File: config.mk
export PLATFORM = sky130hd
export DESIGN_NAME = slcan_ascii_frame_parser_top
export DESIGN_NICKNAME = d
export VERILOG_FILES = /design/src/design/slcan_pkg.sv /design/src/design/slcan_ascii_frame_parser_top.sv
export SDC_FILE = /design/constraint.sdc
export NUM_CORES = 1
export LEC_CHECK = 0
export BUFFER_PORTS_ARGS = -buffer_cell sky130_fd_sc_hd__buf_2
export CELL_PAD_IN_SITES_DETAIL_PLACEMENT = 1
export CELL_PAD_IN_SITES_GLOBAL_PLACEMENT = 2
export CORE_MARGIN = 5
export CORE_UTILIZATION = 41
export CTS_CLUSTER_SIZE = 16
export DETAILED_ROUTE_END_ITERATION = 12
export PLACE_DENSITY_LB_ADDON = 0.1
export SLEW_MARGIN = 40
export SYNTH_ARGS = -nofsm -noshare
export SYNTH_HDL_FRONTEND = slang
export SYNTH_SLANG_ARGS = --single-unit
File: constraint.sdc
create_clock -name clk -period 7.3 [get_ports clk]
set_clock_uncertainty 0.05 [all_clocks]
set_input_delay 1.46 -clock clk [delete_from_list [all_inputs] [get_ports clk]]
set_output_delay 1.46 -clock clk [all_outputs]
set_load 0.01 [all_outputs]
File: src/design/slcan_pkg.sv
// shared constants and codes for the ascii can line parser
`default_nettype none

package slcan_pkg;

  localparam int MAX_DATA_BYTES_DEF = 8;

  localparam logic [4:0] POS_MAX = 5'd31;

  localparam logic [7:0] CH_CR  = 8'h0D;
  localparam logic [7:0] CH_LF  = 8'h0A;
  localparam logic [7:0] CH_SP  = 8'h20;
  localparam logic [7:0] CH_TAB = 8'h09;
  localparam logic [7:0] CH_VT  = 8'h0B;
  localparam logic [7:0] CH_FF  = 8'h0C;
  localparam logic [7:0] CH_T_UP = 8'h54;
  localparam logic [7:0] CH_R_UP = 8'h52;
  localparam logic [7:0] CH_T_LO = 8'h74;
  localparam logic [7:0] CH_R_LO = 8'h72;

  localparam logic [4:0] STD_ID_LEN = 5'd3;
  localparam logic [4:0] EXT_ID_LEN = 5'd8;
  localparam logic [3:0] DLC_MAX    = 4'd8;

  typedef enum logic [1:0] {
    KIND_NONE = 2'd0,
    KIND_STD  = 2'd1,
    KIND_EXT  = 2'd2,
    KIND_UNK  = 2'd3
  } line_kind_t;

  typedef enum logic [1:0] {
    ST_OK        = 2'd0,
    ST_BAD_PFX   = 2'd1,
    ST_TOO_SHORT = 2'd2,
    ST_BAD_HEX   = 2'd3
  } status_t;

endpackage

`default_nettype wire

File: src/design/slcan_ascii_frame_parser_top.sv
// ascii serial can line parser: one byte per word in, one parsed frame per line out
`default_nettype none

// Takes one received character per input word and returns one frame word when a
// non-empty line ends at CR or LF. Every character is parsed in the cycle it is
// accepted by a single combinational pass over the line state, so one word can be
// accepted every clock cycle. The frame for a line appears in the result register
// in the cycle after its terminator is accepted and stays there until taken; in_ready
// is low only while that register holds a frame that the sink has not yet taken.
module slcan_ascii_frame_parser_top #(
  parameter int MAX_DATA_BYTES = slcan_pkg::MAX_DATA_BYTES_DEF
) (
  input  wire logic        clk,
  input  wire logic        rst_n,
  input  wire logic        in_valid,
  output logic             in_ready,
  input  wire logic [7:0]  in_byte,
  output logic             out_valid,
  input  wire logic        out_ready,
  output logic [1:0]       out_status,
  output logic [31:0]      out_frame_id,
  output logic             out_is_extended,
  output logic [3:0]       out_data_len,
  output logic [7:0]       out_byte_zero,
  output logic [7:0]       out_byte_one,
  output logic [7:0]       out_byte_two,
  output logic [7:0]       out_byte_three,
  output logic [7:0]       out_byte_four,
  output logic [7:0]       out_byte_five,
  output logic [7:0]       out_byte_six,
  output logic [7:0]       out_byte_seven
);

  import slcan_pkg::*;

  typedef logic [MAX_DATA_BYTES-1:0][7:0] data_arr_t;

  typedef struct packed {
    logic [31:0] id;
    logic [3:0]  len;
    logic [3:0]  hi;
    data_arr_t   data;
    logic        stopped;
    logic        herr;
  } parse_t;

  typedef logic [7:0][7:0] frame_bytes_t;

  // line state
  logic [4:0]   pos_r, pos_nxt;
  logic [4:0]   held_r, held_nxt;
  line_kind_t   kind_r, kind_nxt;
  parse_t       ps_r, ps_nxt;

  // result register
  logic         out_valid_r;
  status_t      status_r, status_nxt;
  logic [31:0]  id_r, id_nxt;
  logic         ext_r, ext_nxt;
  logic [3:0]   len_r, len_nxt;
  frame_bytes_t bytes_r, bytes_nxt;
  logic         emit;

  logic         in_acc;
  logic         is_term;
  logic         is_ws;
  logic         hex_ok;
  logic [3:0]   hex_v;

  function automatic logic [4:0] sat_add(input logic [4:0] a, input logic [4:0] b);
    logic [5:0] s;
    s = {1'b0, a} + {1'b0, b};
    return (s > {1'b0, POS_MAX}) ? POS_MAX : s[4:0];
  endfunction

  function automatic parse_t take_char(input parse_t s, input line_kind_t kind,
                                       input logic [4:0] p, input logic ok,
                                       input logic [3:0] v);
    parse_t     r;
    logic [4:0] idl;
    logic [4:0] d;
    logic [3:0] i;
    r   = s;
    idl = (kind == KIND_EXT) ? EXT_ID_LEN : STD_ID_LEN;
    d   = p - idl - 5'd2;
    i   = d[4:1];
    if (kind == KIND_STD || kind == KIND_EXT) begin
      if (p >= 5'd1 && p <= idl) begin
        if (!ok) r.herr = 1'b1;
        else     r.id = {s.id[27:0], v};
      end else if (p == idl + 5'd1) begin
        if (!ok) r.herr = 1'b1;
        else     r.len = (v > DLC_MAX) ? DLC_MAX : v;
      end else if (p > idl + 5'd1) begin
        if (!s.stopped) begin
          if (!ok) begin
            r.stopped = 1'b1;
          end else if (!d[0]) begin
            r.hi = v;
          end else begin
            for (int k = 0; k < MAX_DATA_BYTES; k++) begin
              if (i == 4'(k) && i < s.len) r.data[k] = {s.hi, v};
            end
          end
        end
      end
    end
    return r;
  endfunction

  assign in_ready = !out_valid_r || out_ready;
  assign in_acc   = in_valid && in_ready;

  assign is_term = (in_byte == CH_CR) || (in_byte == CH_LF);
  assign is_ws   = (in_byte == CH_SP) || (in_byte == CH_TAB) ||
                   (in_byte == CH_VT) || (in_byte == CH_FF);

  always_comb begin
    hex_ok = 1'b0;
    hex_v  = in_byte[3:0];
    if (in_byte >= 8'h30 && in_byte <= 8'h39) begin
      hex_ok = 1'b1;
    end else if ((in_byte >= 8'h41 && in_byte <= 8'h46) ||
                 (in_byte >= 8'h61 && in_byte <= 8'h66)) begin
      hex_ok = 1'b1;
      hex_v  = in_byte[3:0] + 4'd9;
    end
  end

  always_comb begin
    parse_t     s;
    logic [4:0] p;
    logic [4:0] idl;
    pos_nxt    = pos_r;
    held_nxt   = held_r;
    kind_nxt   = kind_r;
    ps_nxt     = ps_r;
    emit       = 1'b0;
    status_nxt = ST_OK;
    id_nxt     = '0;
    ext_nxt    = 1'b0;
    len_nxt    = '0;
    bytes_nxt  = '0;
    s          = ps_r;
    p          = pos_r;
    idl        = (kind_r == KIND_EXT) ? EXT_ID_LEN : STD_ID_LEN;
    if (in_acc) begin
      if (is_term) begin
        if (kind_r != KIND_NONE) begin
          emit = 1'b1;
          if (kind_r == KIND_UNK)            status_nxt = ST_BAD_PFX;
          else if (pos_r < idl + 5'd2)       status_nxt = ST_TOO_SHORT;
          else if (ps_r.herr)                status_nxt = ST_BAD_HEX;
          else                               status_nxt = ST_OK;
          if (!(kind_r == KIND_UNK) && !(pos_r < idl + 5'd2) && !ps_r.herr) begin
            id_nxt  = ps_r.id;
            ext_nxt = (kind_r == KIND_EXT);
            len_nxt = ps_r.len;
            for (int k = 0; k < MAX_DATA_BYTES; k++) begin
              bytes_nxt[k] = ps_r.data[k];
            end
          end
        end
        pos_nxt  = '0;
        held_nxt = '0;
        kind_nxt = KIND_NONE;
        ps_nxt   = '0;
      end else if (is_ws) begin
        if (kind_r != KIND_NONE) held_nxt = sat_add(held_r, 5'd1);
      end else if (kind_r == KIND_NONE) begin
        if (in_byte == CH_T_UP || in_byte == CH_R_UP)      kind_nxt = KIND_EXT;
        else if (in_byte == CH_T_LO || in_byte == CH_R_LO) kind_nxt = KIND_STD;
        else                                               kind_nxt = KIND_UNK;
        pos_nxt = 5'd1;
      end else begin
        // held whitespace turned out to be inside the line
        if (held_r != '0) begin
          s = take_char(s, kind_r, pos_r, 1'b0, 4'd0);
          p = sat_add(pos_r, held_r);
        end
        held_nxt = '0;
        ps_nxt   = take_char(s, kind_r, p, hex_ok, hex_v);
        pos_nxt  = sat_add(p, 5'd1);
      end
    end
  end

  always_ff @(posedge clk) begin
    if (!rst_n) begin
      pos_r       <= '0;
      held_r      <= '0;
      kind_r      <= KIND_NONE;
      ps_r        <= '0;
      out_valid_r <= 1'b0;
    end else begin
      pos_r  <= pos_nxt;
      held_r <= held_nxt;
      kind_r <= kind_nxt;
      ps_r   <= ps_nxt;
      if (emit) begin
        out_valid_r <= 1'b1;
      end else if (out_ready) begin
        out_valid_r <= 1'b0;
      end
    end
  end

  always_ff @(posedge clk) begin
    if (emit) begin
      status_r <= status_nxt;
      id_r     <= id_nxt;
      ext_r    <= ext_nxt;
      len_r    <= len_nxt;
      bytes_r  <= bytes_nxt;
    end
  end

  assign out_valid       = out_valid_r;
  assign out_status      = status_r;
  assign out_frame_id    = id_r;
  assign out_is_extended = ext_r;
  assign out_data_len    = len_r;
  assign out_byte_zero   = bytes_r[0];
  assign out_byte_one    = bytes_r[1];
  assign out_byte_two    = bytes_r[2];
  assign out_byte_three  = bytes_r[3];
  assign out_byte_four   = bytes_r[4];
  assign out_byte_five   = bytes_r[5];
  assign out_byte_six    = bytes_r[6];
  assign out_byte_seven  = bytes_r[7];

endmodule

`default_nettype wire
== After elaboration in Yosys (flattened, before gate mapping) ==
Cells that the tools add are included.

* Reductions and logical operators: 42
* Mux-type cells: 72
* Equality and inequality tests: 26
* Magnitude comparators: 18
* $add $sub $neg: 8
* Bitwise logic cells: 3

{| class="wikitable"
|+ Operator list
! kind !! count
|-
| 2-to-1 mux 106 bit || 8
|-
| 2-to-1 mux 69 bit || 3
|-
| 2-to-1 mux 5 bit || 15
|-
| 2-to-1 mux 73 bit || 1
|-
| 2-to-1 mux 68 bit || 1
|-
| 2-to-1 mux 32 bit || 2
|-
| 2-to-1 mux 64 bit || 1
|-
| 2-to-1 mux 8 bit || 8
|-
| == test 8 x 4 -> 1 bit (second input constant) || 5
|-
| == test 8 x 7 -> 1 bit (second input constant) || 4
|-
| 2-to-1 mux 4 bit || 7
|-
| > comparator 6 x 5 -> 1 bit (second input constant) || 3
|-
| 2-to-1 mux 2 bit || 9
|-
| 2-to-1 mux 1 bit || 17
|-
| == test 4 x 3 -> 1 bit (second input constant) || 4
|-
| greater-or-equal comparator 8 x 7 -> 1 bit (second input constant) || 2
|-
| less-or-equal comparator 8 x 7 -> 1 bit (second input constant) || 2
|-
| logical AND 1 bit || 16
|-
| adder 5 x 1 -> 6 bit (second input constant) || 2
|-
| AND reduction 3 bit || 4
|-
| == test 5 bit || 2
|-
| greater-or-equal comparator 5 x 1 -> 1 bit (second input constant) || 2
|-
| > comparator 5 bit || 2
|-
| logical OR 1 bit || 9
|-
| other kinds (30) || 40
|}

* Logic and storage cells: 199
* Input port bits: 12
* Output and inout port bits: 105
* Register bits after elaboration: 222

== Logic depth before layout (Yosys ltp) ==
Gate-level depths: netlist of run 1.

* Depth in word-level cells: 26
* Gate-level depth with buffers: 23
* Gate-level depth less buffers: 21

== Least setup slack after synthesis of run 1 ==
OpenSTA, ideal clock, no wires.

* Kind: in2reg
* Start point: input in_byte[6]
* End point: register bytes_r (netlist bit out_byte_five[0]) (enable)
* Stages: 5
* Arrival time: 4.695 ns
* Path slack: 2.099 ns
* Setup time: 0.456 ns
* Path buffers: 1
* Required time: 6.794 ns
* Path through: or3_1 > or3_1 > clkbuf_1 > or2_2 > inv_1

* Word-level cells in the longest chain between the ends: 4
* Elaborated cells on any way between the ends: 5
* Classes of those cells: eq/ne (2); mux (2); reduce/logical (1)

{| class="wikitable"
|+ RTL lines
! element !! RTL line !! text
|-
| from (decl) || slcan_ascii_frame_parser_top.sv:17 || <nowiki>input wire logic [7:0] in_byte,</nowiki>
|-
| == test 8 x 4 -> 1 bit || slcan_ascii_frame_parser_top.sv:114 || <nowiki>assign is_term = (in_byte == CH_CR) || (in_byte == CH_LF);</nowiki>
|-
| logical OR 1 bit (*) || slcan_ascii_frame_parser_top.sv:114 ||
|-
| 2-to-1 mux 1 bit (*) || slcan_ascii_frame_parser_top.sv:148 || <nowiki>if (is_term) begin</nowiki>
|-
| 2-to-1 mux 1 bit (*) || slcan_ascii_frame_parser_top.sv:147 || <nowiki>if (in_acc) begin</nowiki>
|-
| named net emit || slcan_ascii_frame_parser_top.sv:62 || <nowiki>logic emit;</nowiki>
|-
| to (signal assigned) || slcan_ascii_frame_parser_top.sv:214 || <nowiki>bytes_r <= bytes_nxt;</nowiki>
|-
| to (decl) || slcan_ascii_frame_parser_top.sv:61 || <nowiki>frame_bytes_t bytes_r, bytes_nxt;</nowiki>
|}

Mark *: on every way through the listed nets, which the timed path passes. The rest lies on a longest branch.
A chain may end at the register's enable or synchronous reset.

== Worst setup path after layout of run 1 ==
* Start point: register pos_r[1]
* End point: register ps_r[62] (netlist bit)

* Word-level cells in the longest chain between the ends: 23
* Elaborated cells on any way between the ends: 43
* Classes of those cells: add/sub (3); order compare (8); eq/ne (3); mux (26); reduce/logical (3)

{| class="wikitable"
|+ RTL lines
! element !! RTL line !! text
|-
| from (decl) || slcan_ascii_frame_parser_top.sv:50 || <nowiki>logic [4:0] pos_r, pos_nxt;</nowiki>
|-
| from (signal assigned) || slcan_ascii_frame_parser_top.sv:196 || <nowiki>pos_r <= pos_nxt;</nowiki>
|-
| adder 5 x 5 -> 6 bit || slcan_ascii_frame_parser_top.sv:72 || <nowiki>s = {1'b0, a} + {1'b0, b};</nowiki>
|-
| > comparator 6 x 5 -> 1 bit || slcan_ascii_frame_parser_top.sv:73 || <nowiki>return (s > {1'b0, POS_MAX}) ? POS_MAX : s[4:0];</nowiki>
|-
| 2-to-1 mux 5 bit || slcan_ascii_frame_parser_top.sv:73 ||
|-
| 2-to-1 mux 5 bit || slcan_ascii_frame_parser_top.sv:177 || <nowiki>if (held_r != '0) begin</nowiki>
|-
| 2-to-1 mux 5 bit || slcan_ascii_frame_parser_top.sv:170 || <nowiki>end else if (kind_r == KIND_NONE) begin</nowiki>
|-
| 2-to-1 mux 5 bit || slcan_ascii_frame_parser_top.sv:168 || <nowiki>end else if (is_ws) begin</nowiki>
|-
| 2-to-1 mux 5 bit || slcan_ascii_frame_parser_top.sv:148 ||
|-
| 2-to-1 mux 5 bit || slcan_ascii_frame_parser_top.sv:147 ||
|-
| [... 7 more ...] || -- ||
|-
| 2-to-1 mux 69 bit || slcan_ascii_frame_parser_top.sv:95 || <nowiki>if (!s.stopped) begin</nowiki>
|-
| 2-to-1 mux 69 bit || slcan_ascii_frame_parser_top.sv:94 || <nowiki>end else if (p > idl + 5'd1) begin</nowiki>
|-
| 2-to-1 mux 69 bit || slcan_ascii_frame_parser_top.sv:91 || <nowiki>end else if (p == idl + 5'd1) begin</nowiki>
|-
| 2-to-1 mux 73 bit (*) || slcan_ascii_frame_parser_top.sv:88 || <nowiki>if (p >= 5'd1 && p <= idl) begin</nowiki>
|-
| 2-to-1 mux 106 bit (*) || slcan_ascii_frame_parser_top.sv:87 || <nowiki>if (kind == KIND_STD || kind == KIND_EXT) begin</nowiki>
|-
| 2-to-1 mux 106 bit (*) || slcan_ascii_frame_parser_top.sv:170 ||
|-
| 2-to-1 mux 106 bit (*) || slcan_ascii_frame_parser_top.sv:168 ||
|-
| 2-to-1 mux 106 bit (*) || slcan_ascii_frame_parser_top.sv:148 ||
|-
| to (signal assigned) || slcan_ascii_frame_parser_top.sv:199 || <nowiki>ps_r <= ps_nxt;</nowiki>
|-
| to (decl) || slcan_ascii_frame_parser_top.sv:53 || <nowiki>parse_t ps_r, ps_nxt;</nowiki>
|}

Mark *: on every way between the ends. The rest lies on a longest branch, timed or not. The select of a mux whose other input is x is not followed.

==> results of run 1 <==
worst max-delay path: stages, from the launching register on:
cell and delay, ns:
dfxtp_1 0.52, inv_1 0.11, fa_1 0.55, nor4b_1 0.48, a21oi_1 0.31, ha_1 0.38, inv_1 0.07, ha_1 0.16
inv_1 0.06, fa_1 0.37, xor2_1 0.42, inv_1 0.10, ha_1 0.29, o21ai_0 0.15, a21oi_1 0.07, nor3_1 0.35
nand4_1 0.25, a32oi_4 0.42, o22ai_1 0.14
metrics by stage:
| stage | setup WS (ns) | power (mW) |
|---|---|---|
| floorplan | 2.10 | 1.45 |
| global placement | 2.00 | 1.49 |
| detailed placement | 1.94 | 1.50 |
| CTS | 1.94 | 2.73 |
| global route | 1.40 | 2.80 |
| finish | 1.90 | 2.70 |
layout by cell type, fill, tap and decap left out, types with 3 or more instances in the layout:
| cell | n |
|---|---|
| buf_2 | 120 |
| dfxtp_1 | 119 |
| and2_1 | 114 |
| edfxtp_1 | 103 |
| inv_1 | 65 |
| nand2_1 | 64 |
| o22ai_1 | 64 |
| nor2_1 | 39 |
| ha_1 | 34 |
| a21oi_1 | 30 |
| a22o_1 | 29 |
| clkbuf_16 | 25 |
| o21ai_0 | 19 |
| nor3_1 | 10 |
| clkbuf_1 | 10 |
| buf_4 | 10 |
| a211oi_1 | 8 |
| nand3_1 | 8 |
| nand4_1 | 7 |
| o2bb2ai_1 | 7 |
| nand2b_1 | 6 |
| mux2i_1 | 5 |
| or2_2 | 5 |
| xnor2_1 | 5 |
| nor2b_1 | 5 |
| o211ai_1 | 5 |
| o2111ai_2 | 5 |
| or3_1 | 4 |
| nor4_1 | 4 |
| o21bai_1 | 4 |
| a32oi_4 | 4 |
| o2111ai_1 | 4 |
| a22oi_4 | 4 |
| and4_1 | 3 |
| clkinv_1 | 3 |
final timing paths:
| kind | from | endpoint |
|---|---|---|
| min | ps_r[42]$_SDFFE_PN0P_ | ps_r[42]$_SDFFE_PN0P_ |
| max reg2reg | pos_r[1]$_SDFFE_PN0P_ | ps_r[62]$_SDFFE_PN0P_ |
| min reg2reg | ps_r[42]$_SDFFE_PN0P_ | ps_r[42]$_SDFFE_PN0P_ |
| max | pos_r[1]$_SDFFE_PN0P_ | ps_r[62]$_SDFFE_PN0P_ |
state kept, by name (all words and copies together) (netlist names), 4 cells and up:
register,count
out_byte_four,8
out_byte_seven,8
out_byte_two,8
out_byte_zero,8
out_byte_one,8
out_byte_five,8
out_data_len,4
out_byte_six,8
out_byte_three,8
out_frame_id,32
ps_r,106
held_r,5
pos_r,5
cell usage after synthesis, types with 7 or more instances:
cell type / number / area [um^2]
nor2_1: 40 / 150
o21ai_0: 19 / 95.1
a22o_1: 29 / 254
nand2_1: 64 / 240
dfxtp_1: 119 / 2380
o22ai_1: 65 / 407
buf_1: 10 / 37.5
ha_1: 34 / 425
nand3_1: 8 / 40.0
o2bb2ai_1: 7 / 61.3
a211oi_1: 8 / 60.1
nand4_1: 7 / 43.8
a21oi_1: 30 / 150
and2_1: 115 / 719
inv_1: 66 / 248
edfxtp_1: 103 / 3090
clkbuf_1: 27 / 101
nor3_1: 10 / 50.1
cell families (layout without fill, tap and decap cells):
| logic type | after synthesis | count (layout) | share of synthesized area, % |
|---|---|---|---|
| AOI/OAI and AO/OA | 215 | 215 | 17.4 |
| adders and majority gates | 36 | 36 | 4.78 |
| xor gates and xnor gates | 7 | 7 | 0.630 |
| DFF | 222 | 222 | 56.2 |
| muxes | 5 | 5 | 0.514 |
| buffers and inverters | 109 | 242 | 4.31 |
| and+or+nand+nor | 290 | 290 | 16.2 |
per-layer routing:
metal  wire length (um)  part of all wire, %  GRT usage, %  up-vias
met5                  0                    0             0        -
met4                292                  1.2          3.24        0
met3               1030                  4.1          2.61       35
met2              11700                   47          31.1      124
met1              11900                   48          25.7     3437
li1                   -                    -             -     3437
layout make-up:
cell class,count,area (um^2)
fill,2594,11900
timing repair buffer,130,676
clock buffer,37,691
inverter,66,250
sequential,222,5480
clock inverter,9,113
tap,319,399
multi-input combinational,553,3890
report_power, final:
group          switching [mW]  internal, mW
Combinational           0.119        0.0561
Clock                   0.495         0.729
Sequential            0.00281          1.29
==> metrics.yaml, run 1 <==
run_status: "finished, final reports clean"
min_period_ns: 5.40
reg2reg_setup_slack_ns: 1.90
timing.final.crit_share_pct: 74.0
finalHoldWorstSlack_ns: 0.393
start_util_pct: 41.6
antenna_found_initial: 0
cts_buffers: 25
layout-drive-gt1-share_pct: 19.3
powerDensity_nw_per_um2: 235
root_buffer: "clkbuf_16"
cp.arrival_ns: 5.73
fin_cells: 1336
clock_latency_ns: 0.53
syn_to_final_growth_pct: 18.0
report.final.hold_viol_count: 0
nNetsFinal: 1046
ant_nets: 0
htree_levels: 1
routed_via_density: 5.26
drt_pass1_iterations: 4
yosys_warnings: 0
hold_path_depth: 2
post_cts_resized: 0
wirelength_mm: 24.9
coreArea_um2: 23400
syn_inst: 884
grt_pass1_wl_mm: 40.0
rr_worst_depth: 18
yosysUniqueCellTypes: 67
final_util_pct: 49.1
slew_violations: 0
overflow: 0
cts.sinks: 222
fp-row-count: 56
drc: 0
drt_iter0_drc: 299
async_flop_share_pct: 0
avgSynthCellArea_um2: 11.0
die_h_um: 164
grt_max_degree: 78
grt_pass1_vias: 7320
port_buffers: 116
diodes: 0
die_area_um2: 26900
via_count: 7033
design_area_um2: 11500
synth_ff_type: "dfxtp_1"
synth_edf_count: 103
cp-start-kind: "flip-flop"
track_usage_pct: 18.5
clk_pin_slew_ns: 0.06
die_w_um: 164
wire_per_inst_um: 18.7
cp.required_ns: 7.63
tns_ns: 0
rsz0062_at_grt: "false"
hold_path_class: "flip-flop to flip-flop"
tritoncts: "built"
critical_path_class: "flip-flop to flip-flop"
clock_path_buffers: 3
worst_setup_path_end_kind: "flip-flop"
place_congestion: 0.827
placed_cells: 1289
maxCapViolations: 0
post-cts-setup-buffer-count: 0
syn_nets: 932
place_area_um2: 10700
ys_seq_area_share_pct: 56.2
leakagePower_nw: 4.47
netlist_area_um2: 9730
critPathMaxFanout: 9
holdBufCountCts: 0
finalSetupViolations: 0
tightest_slew_ns: 0.786
ioPinCount: 117
ys_seq_elements: 222
dpl.hpwl_mm: 17.3
slew_headroom_pct: 47.0
max_freq_mhz: 185
irDropWorstVdd_mv: 0.155
Note: power is estimated with default switching activity, not from simulation.
==> run 2: changes to the inputs <==
Settings changed: CORE_UTILIZATION 41 to 38.
Clock period 7.3 ns to 5.4 ns, I/O delays scaled along.
==> run 2 against run 1 <==
Effect of this change:
- core utilization is 2.9 points lower
- combinational power is 39% higher
- wire length is 1.3% lower
- largest power group unchanged
- highest routed layer unchanged
==> metrics.yaml, run 2 (synthesized netlist as in run 1, its figures left out) <==
run_status: "finished, final reports clean"
overflow: 0
powerDensity_nw_per_um2: 308
tightest_slew_ns: 0.776
layout-drive-gt1-share_pct: 21.3
critical_path_class: "flip-flop to flip-flop"
clk_pin_slew_ns: 0.06
cts.sinks: 222
max_freq_mhz: 202
die_h_um: 170
fin_cells: 1370
crit_path_max_incr_delay_ns: 0.43
top_register: "ps_r"
timing.final.crit_share_pct: 91.7
crit_chain: "ha_1, inv_1, fa_1, nor4b_1, buf_4, a21oi_1, inv_1, nand2_1, ha_1, nand2_1, nand3b_1, xnor2_1, or3_1, and2_1, inv_1, ha_1, o21ai_0, a21oi_1, nor3_2, nand4_1, a32oi_4, o22ai_1"
crit_family: "simple AND/OR/NAND/NOR gates"
crit_buf_inv: 4
cp_slowest_cell: "a32oi_4"
start_util_pct: 38.7
track_usage_pct: 16.9
drt_pass1_iterations: 4
irDropWorstVdd_mv: 0.180
post_cts_resized: 0
leakagePower_nw: 4.59
cp.required_ns: 5.74
wire_per_inst_um: 18.0
grt_max_degree: 68
coreArea_um2: 25200
finalSetupViolations: 0
diodes: 0
rsz0062_at_grt: "false"
via_count: 7032
grt_pass1_wl_mm: 39.9
min_period_ns: 4.95
wirelength_mm: 24.6
critPathMaxFanout: 8
grt_pass1_vias: 7293
report.final.hold_viol_count: 0
cp.arrival_ns: 5.29
die_area_um2: 28900
clock_path_buffers: 3
final_common_cell: "dfxtp_1"
routed_via_density: 5.13
cts_buffers: 25
slew_headroom_pct: 47.5
place_congestion: 0.813
finalHoldWorstSlack_ns: 0.399
final_cell_mix: "dfxtp_1, buf_2, and2_1"
ioPinCount: 117
post-cts-setup-buffer-count: 0
drc: 0
maxCapViolations: 0
root_buffer: "clkbuf_16"
syn_to_final_growth_pct: 19.6
die_w_um: 170
worst_setup_path_end_kind: "flip-flop"
fp-row-count: 58
largest_reg_flops: 106
port_buffers: 116
dpl.hpwl_mm: 17.4
slew_violations: 0
hold_path_class: "flip-flop to flip-flop"
ant_nets: 0
placed_cells: 1324
htree_levels: 1
nNetsFinal: 1069
antenna_found_initial: 0
drt_iter0_drc: 335
tritoncts: "built"
cp-start-kind: "flip-flop"
holdBufCountCts: 0
clock_latency_ns: 0.51
tns_ns: 0
-- run 2: changes by cell type in the layout (fill, tap and decap cells not counted), sizes merged --
cell,previous run,this run
clkbuf,37,32
bufinv,2,1
clkinvlp,1,2
buf,130,153
clkinv,5,10
-- run 2: power breakdown --
group / switching, mW / internal, mW / total, mW
Combinational: 0.161 / 0.0825 / 0.244
Clock: 0.667 / 0.929 / 1.60
Sequential: 0.00308 / 1.75 / 1.75
Total: 0.831 / 2.76 / 3.59
-- run 2: final cells by class --
class / count / area (um^2)
inverter: 66 / 250
sequential: 222 / 5480
clock inverter: 14 / 105
timing repair buffer: 153 / 871
clock buffer: 32 / 672
fill: 2785 / 13500
tap: 330 / 413
multi-input combinational: 553 / 3860
-- run 2: through the flow --
stage	utilization [%]	power (mW)	setup slack, ns	instance area, um^2
after floorplan	-	1.95	0.579	9730
after global placement	43.1	2.03	0.504	10900
after detailed placement	43.1	2.03	0.347	10900
after CTS	46.2	3.63	0.320	11600
after global routing	46.2	3.74	0.0114	11600
final	46.2	3.59	0.450	11600
-- run 2: worst paths after layout --
| kind | cells past startpoint | slack, ns | from | end |
|---|---|---|---|---|
| worst max-delay path | 22 | 0.45 | held_r[0]$_SDFFE_PN0P_ | ps_r[34]$_SDFFE_PN0P_ |
| worst min-delay path | 2 | 0.40 | ps_r[45]$_SDFFE_PN0P_ | ps_r[45]$_SDFFE_PN0P_ |
| worst max register to register | 22 | 0.45 | held_r[0]$_SDFFE_PN0P_ | ps_r[34]$_SDFFE_PN0P_ |
| worst min register to register | 2 | 0.40 | ps_r[45]$_SDFFE_PN0P_ | ps_r[45]$_SDFFE_PN0P_ |
-- run 2: metal layers --
metal	vias up	track usage, %	routed length (um)
met2	107	28.1	11500
met3	23	2.28	981
met5	-	0	0
met4	0	3.16	278
met1	3414	23.8	11900
li1	3488	-	-
-- run 2: tightest hold or removal path, stage by stage (launching register included) --
cell and delay (ns):
dfxtp_1 0.30, inv_1 0.05, o22ai_1 0.05
==> run 3: changes to the inputs <==
Settings changed: CORE_UTILIZATION 38 to 35.
Clock period 5.4 ns to 4.1 ns, I/O delays scaled along.
==> run 3 against run 2 <==
Effect of this change:
- the flow now finishes with violations (negative setup slack)
- hold slack better by 0.00071 ns
- largest cell class unchanged
- final area up 5.6%
- sequential power up 31%
- count of clock-buffer cells in the layout up 3
- combinational power up 61%
- cell count up 6.3%
- first-iteration DRC count down 7.8%
==> metrics.yaml, run 3 (synthesized netlist as in run 1, its figures left out) <==
crit_path_max_incr_delay_ns: 0.52
leakagePower_nw: 4.87
irDropWorstVdd_mv: 0.301
cts_buffers: 25
dpl.hpwl_mm: 17.6
rr_worst_depth: 21
clock_path_buffers: 3
cts.sinks: 222
syn_to_final_growth_pct: 26.3
slew_violations: 0
port_buffers: 116
sw_frac_of_total_pct: 22.8
pwr-share-seq_pct: 46.6
max_freq_mhz: 234
layout-drive-gt1-share_pct: 27.8
top_register: "ps_r"
drc: 0
place_congestion: 0.827
hold_end: "ps_r[10]$_SDFFE_PN0P_"
drt_iter0_drc: 309
maxCapViolations: 0
comb_power_share_pct: 7.9
final_util_pct: 44.5
timing.final.crit_share_pct: 104
die_w_um: 177
ant_nets: 0
p_clk_share_pct: 45.5
placed_cells: 1406
nNetsFinal: 1107
ioPinCount: 117
r2r_end: "ps_r[19]$_SDFFE_PN0P_"
run_status: "complete, but fails checks"
final_cell_mix: "buf_2, dfxtp_1, and2_1"
cp-start-kind: "flip-flop"
tritoncts: "built"
overflow: 0
htree_levels: 1
power.switching_mw: 1.13
fillers: 3073
die_h_um: 177
crit_chain: "ha_4, inv_2, fa_2, nor4b_4, a21oi_2, ha_1, inv_1, ha_2, nand2_1, nand3b_1, xnor2_2, or3_4, and2_4, inv_2, ha_4, o21ai_2, a21oi_2, nor2_1, o2111ai_1, and2_2, o22ai_1"
grt_max_degree: 102
cp.arrival_ns: 4.67
place_ws_ns: -0.238
tightest_slew_ns: 0.803
rr_startpoint: "held_r[0]$_SDFFE_PN0P_"
violations: "negative setup slack"
via_count: 7168
setup_ws_ns: -0.176
cp_slowest_cell: "fa_2"
report.final.hold_viol_count: 0
reg2reg_setup_slack_ns: -0.18
critPathMaxFanout: 8
clk_pin_slew_ns: 0.06
antenna_found_initial: 0
fin_cells: 1456
hp-start: "ps_r[10]$_SDFFE_PN0P_"
tns_ns: -5.60
die_area_um2: 31200
slew_headroom_pct: 46.3
final_common_cell: "buf_2"
grt_pass1_vias: 7534
finalSetupViolations: 56
clock_latency_ns: 0.51
hold_path_depth: 2
start_util_pct: 35.2
wire_per_inst_um: 17.3
grt_pass1_wl_mm: 40.9
root_buffer: "clkbuf_16"
powerDensity_nw_per_um2: 402
holdBufCountCts: 0
coreArea_um2: 27600
min_period_ns: 4.28
critical_path_class: "flip-flop to flip-flop"
hold_path_class: "flip-flop to flip-flop"
routed_via_density: 4.92
fp-row-count: 61
rsz0062_at_grt: "true"
largest_reg_flops: 106
drt_pass1_iterations: 4
wirelength_mm: 25.1
worst_setup_path_end_kind: "flip-flop"
p_int_mw: 3.82
cp.required_ns: 4.49
diodes: 0
track_usage_pct: 16.0
[run 3: changes by cell type in the layout (fill, tap and decap cells not counted), sizes merged]
cell and delta:
clkinvlp -1, bufinv +1, clkinv -2, clkbuf +3, buf +38, inv -1
[run 3: layout make-up]
class                           count  area, um^2  share of cell area [%]
Sequential cell                   222        5490                    44.6
Multi-Input combinational cell    553        4040                    32.8
Timing Repair Buffer              191        1210                    9.81
Clock buffer                       35         724                    5.89
Tap cell                          378         473                    3.85
Inverter                           66         251                    2.04
Clock inverter                     11         116                   0.946
[run 3: per-stage QoR]
stage	hold WS, ns	area (um^2)	power, mW
after CTS	0.402	12200	5.00
after global placement	0.388	11400	2.71
after floorplan	0.374	9890	2.59
final	0.400	12300	4.95
after detailed placement	0.394	11400	2.71
after global routing	0.424	12300	5.15
[run 3: power by group through the flow]
stage	Combinational [mW]	Sequential [mW]	Clock, mW
detailed placement	0.358	2.35	0
floorplan	0.235	2.35	0
global placement	0.357	2.35	0
global route	0.434	2.30	2.41
CTS	0.378	2.30	2.31
finish	0.393	2.30	2.25
[run 3: how the worst max path moves through the flow]
stage | from | endpoint | depth (start not counted)
6_report | held_r[0]$_SDFFE_PN0P_ | ps_r[19]$_SDFFE_PN0P_ | 21
5_1_grt | held_r[0]$_SDFFE_PN0P_ | ps_r[52]$_SDFFE_PN0P_ | 22
4_1_cts | pos_r[0]$_SDFFE_PN0P_ | ps_r[34]$_SDFFE_PN0P_ | 21
3_5_place_dp | held_r[1]$_SDFFE_PN0P_ | ps_r[34]$_SDFFE_PN0P_ | 21
3_3_place_gp | pos_r[0]$_SDFFE_PN0P_ | ps_r[38]$_SDFFE_PN0P_ | 21
2_1_floorplan | held_r[0]$_SDFFE_PN0P_ | ps_r[65]$_SDFFE_PN0P_ | 21
[run 3: repair_timing]
| action | CTS | global route |
|---|---|---|
| endpoints found under the hold margin | 0 | 0 |
| buffers inserted | 2 | 2 |
| resized for setup | 10 | 10 |
| setup endpoints to repair | 64 | 64 |
| pin swaps | 14 | 16 |
[run 3: per-layer routing]
metal | share of wire, % | vias up | track usage (%)
met5 | 0 | - | 0
met4 | 1.8 | 0 | 3.35
met3 | 4.5 | 33 | 2.65
met2 | 47 | 118 | 27.1
met1 | 46 | 3455 | 21.6
li1 | - | 3562 | -
[run 3: worst max-delay path: cells and delay by family, from the launching register on]
family / cells / cell delay, ns
xor gates and xnor gates: 1 / 0.16
and+or+nand+nor: 7 / 1.48
buffers and inverters: 3 / 0.14
AOI/OAI and AO/OA: 5 / 0.69
DFF: 1 / 0.36
adders and majority gates: 5 / 1.32
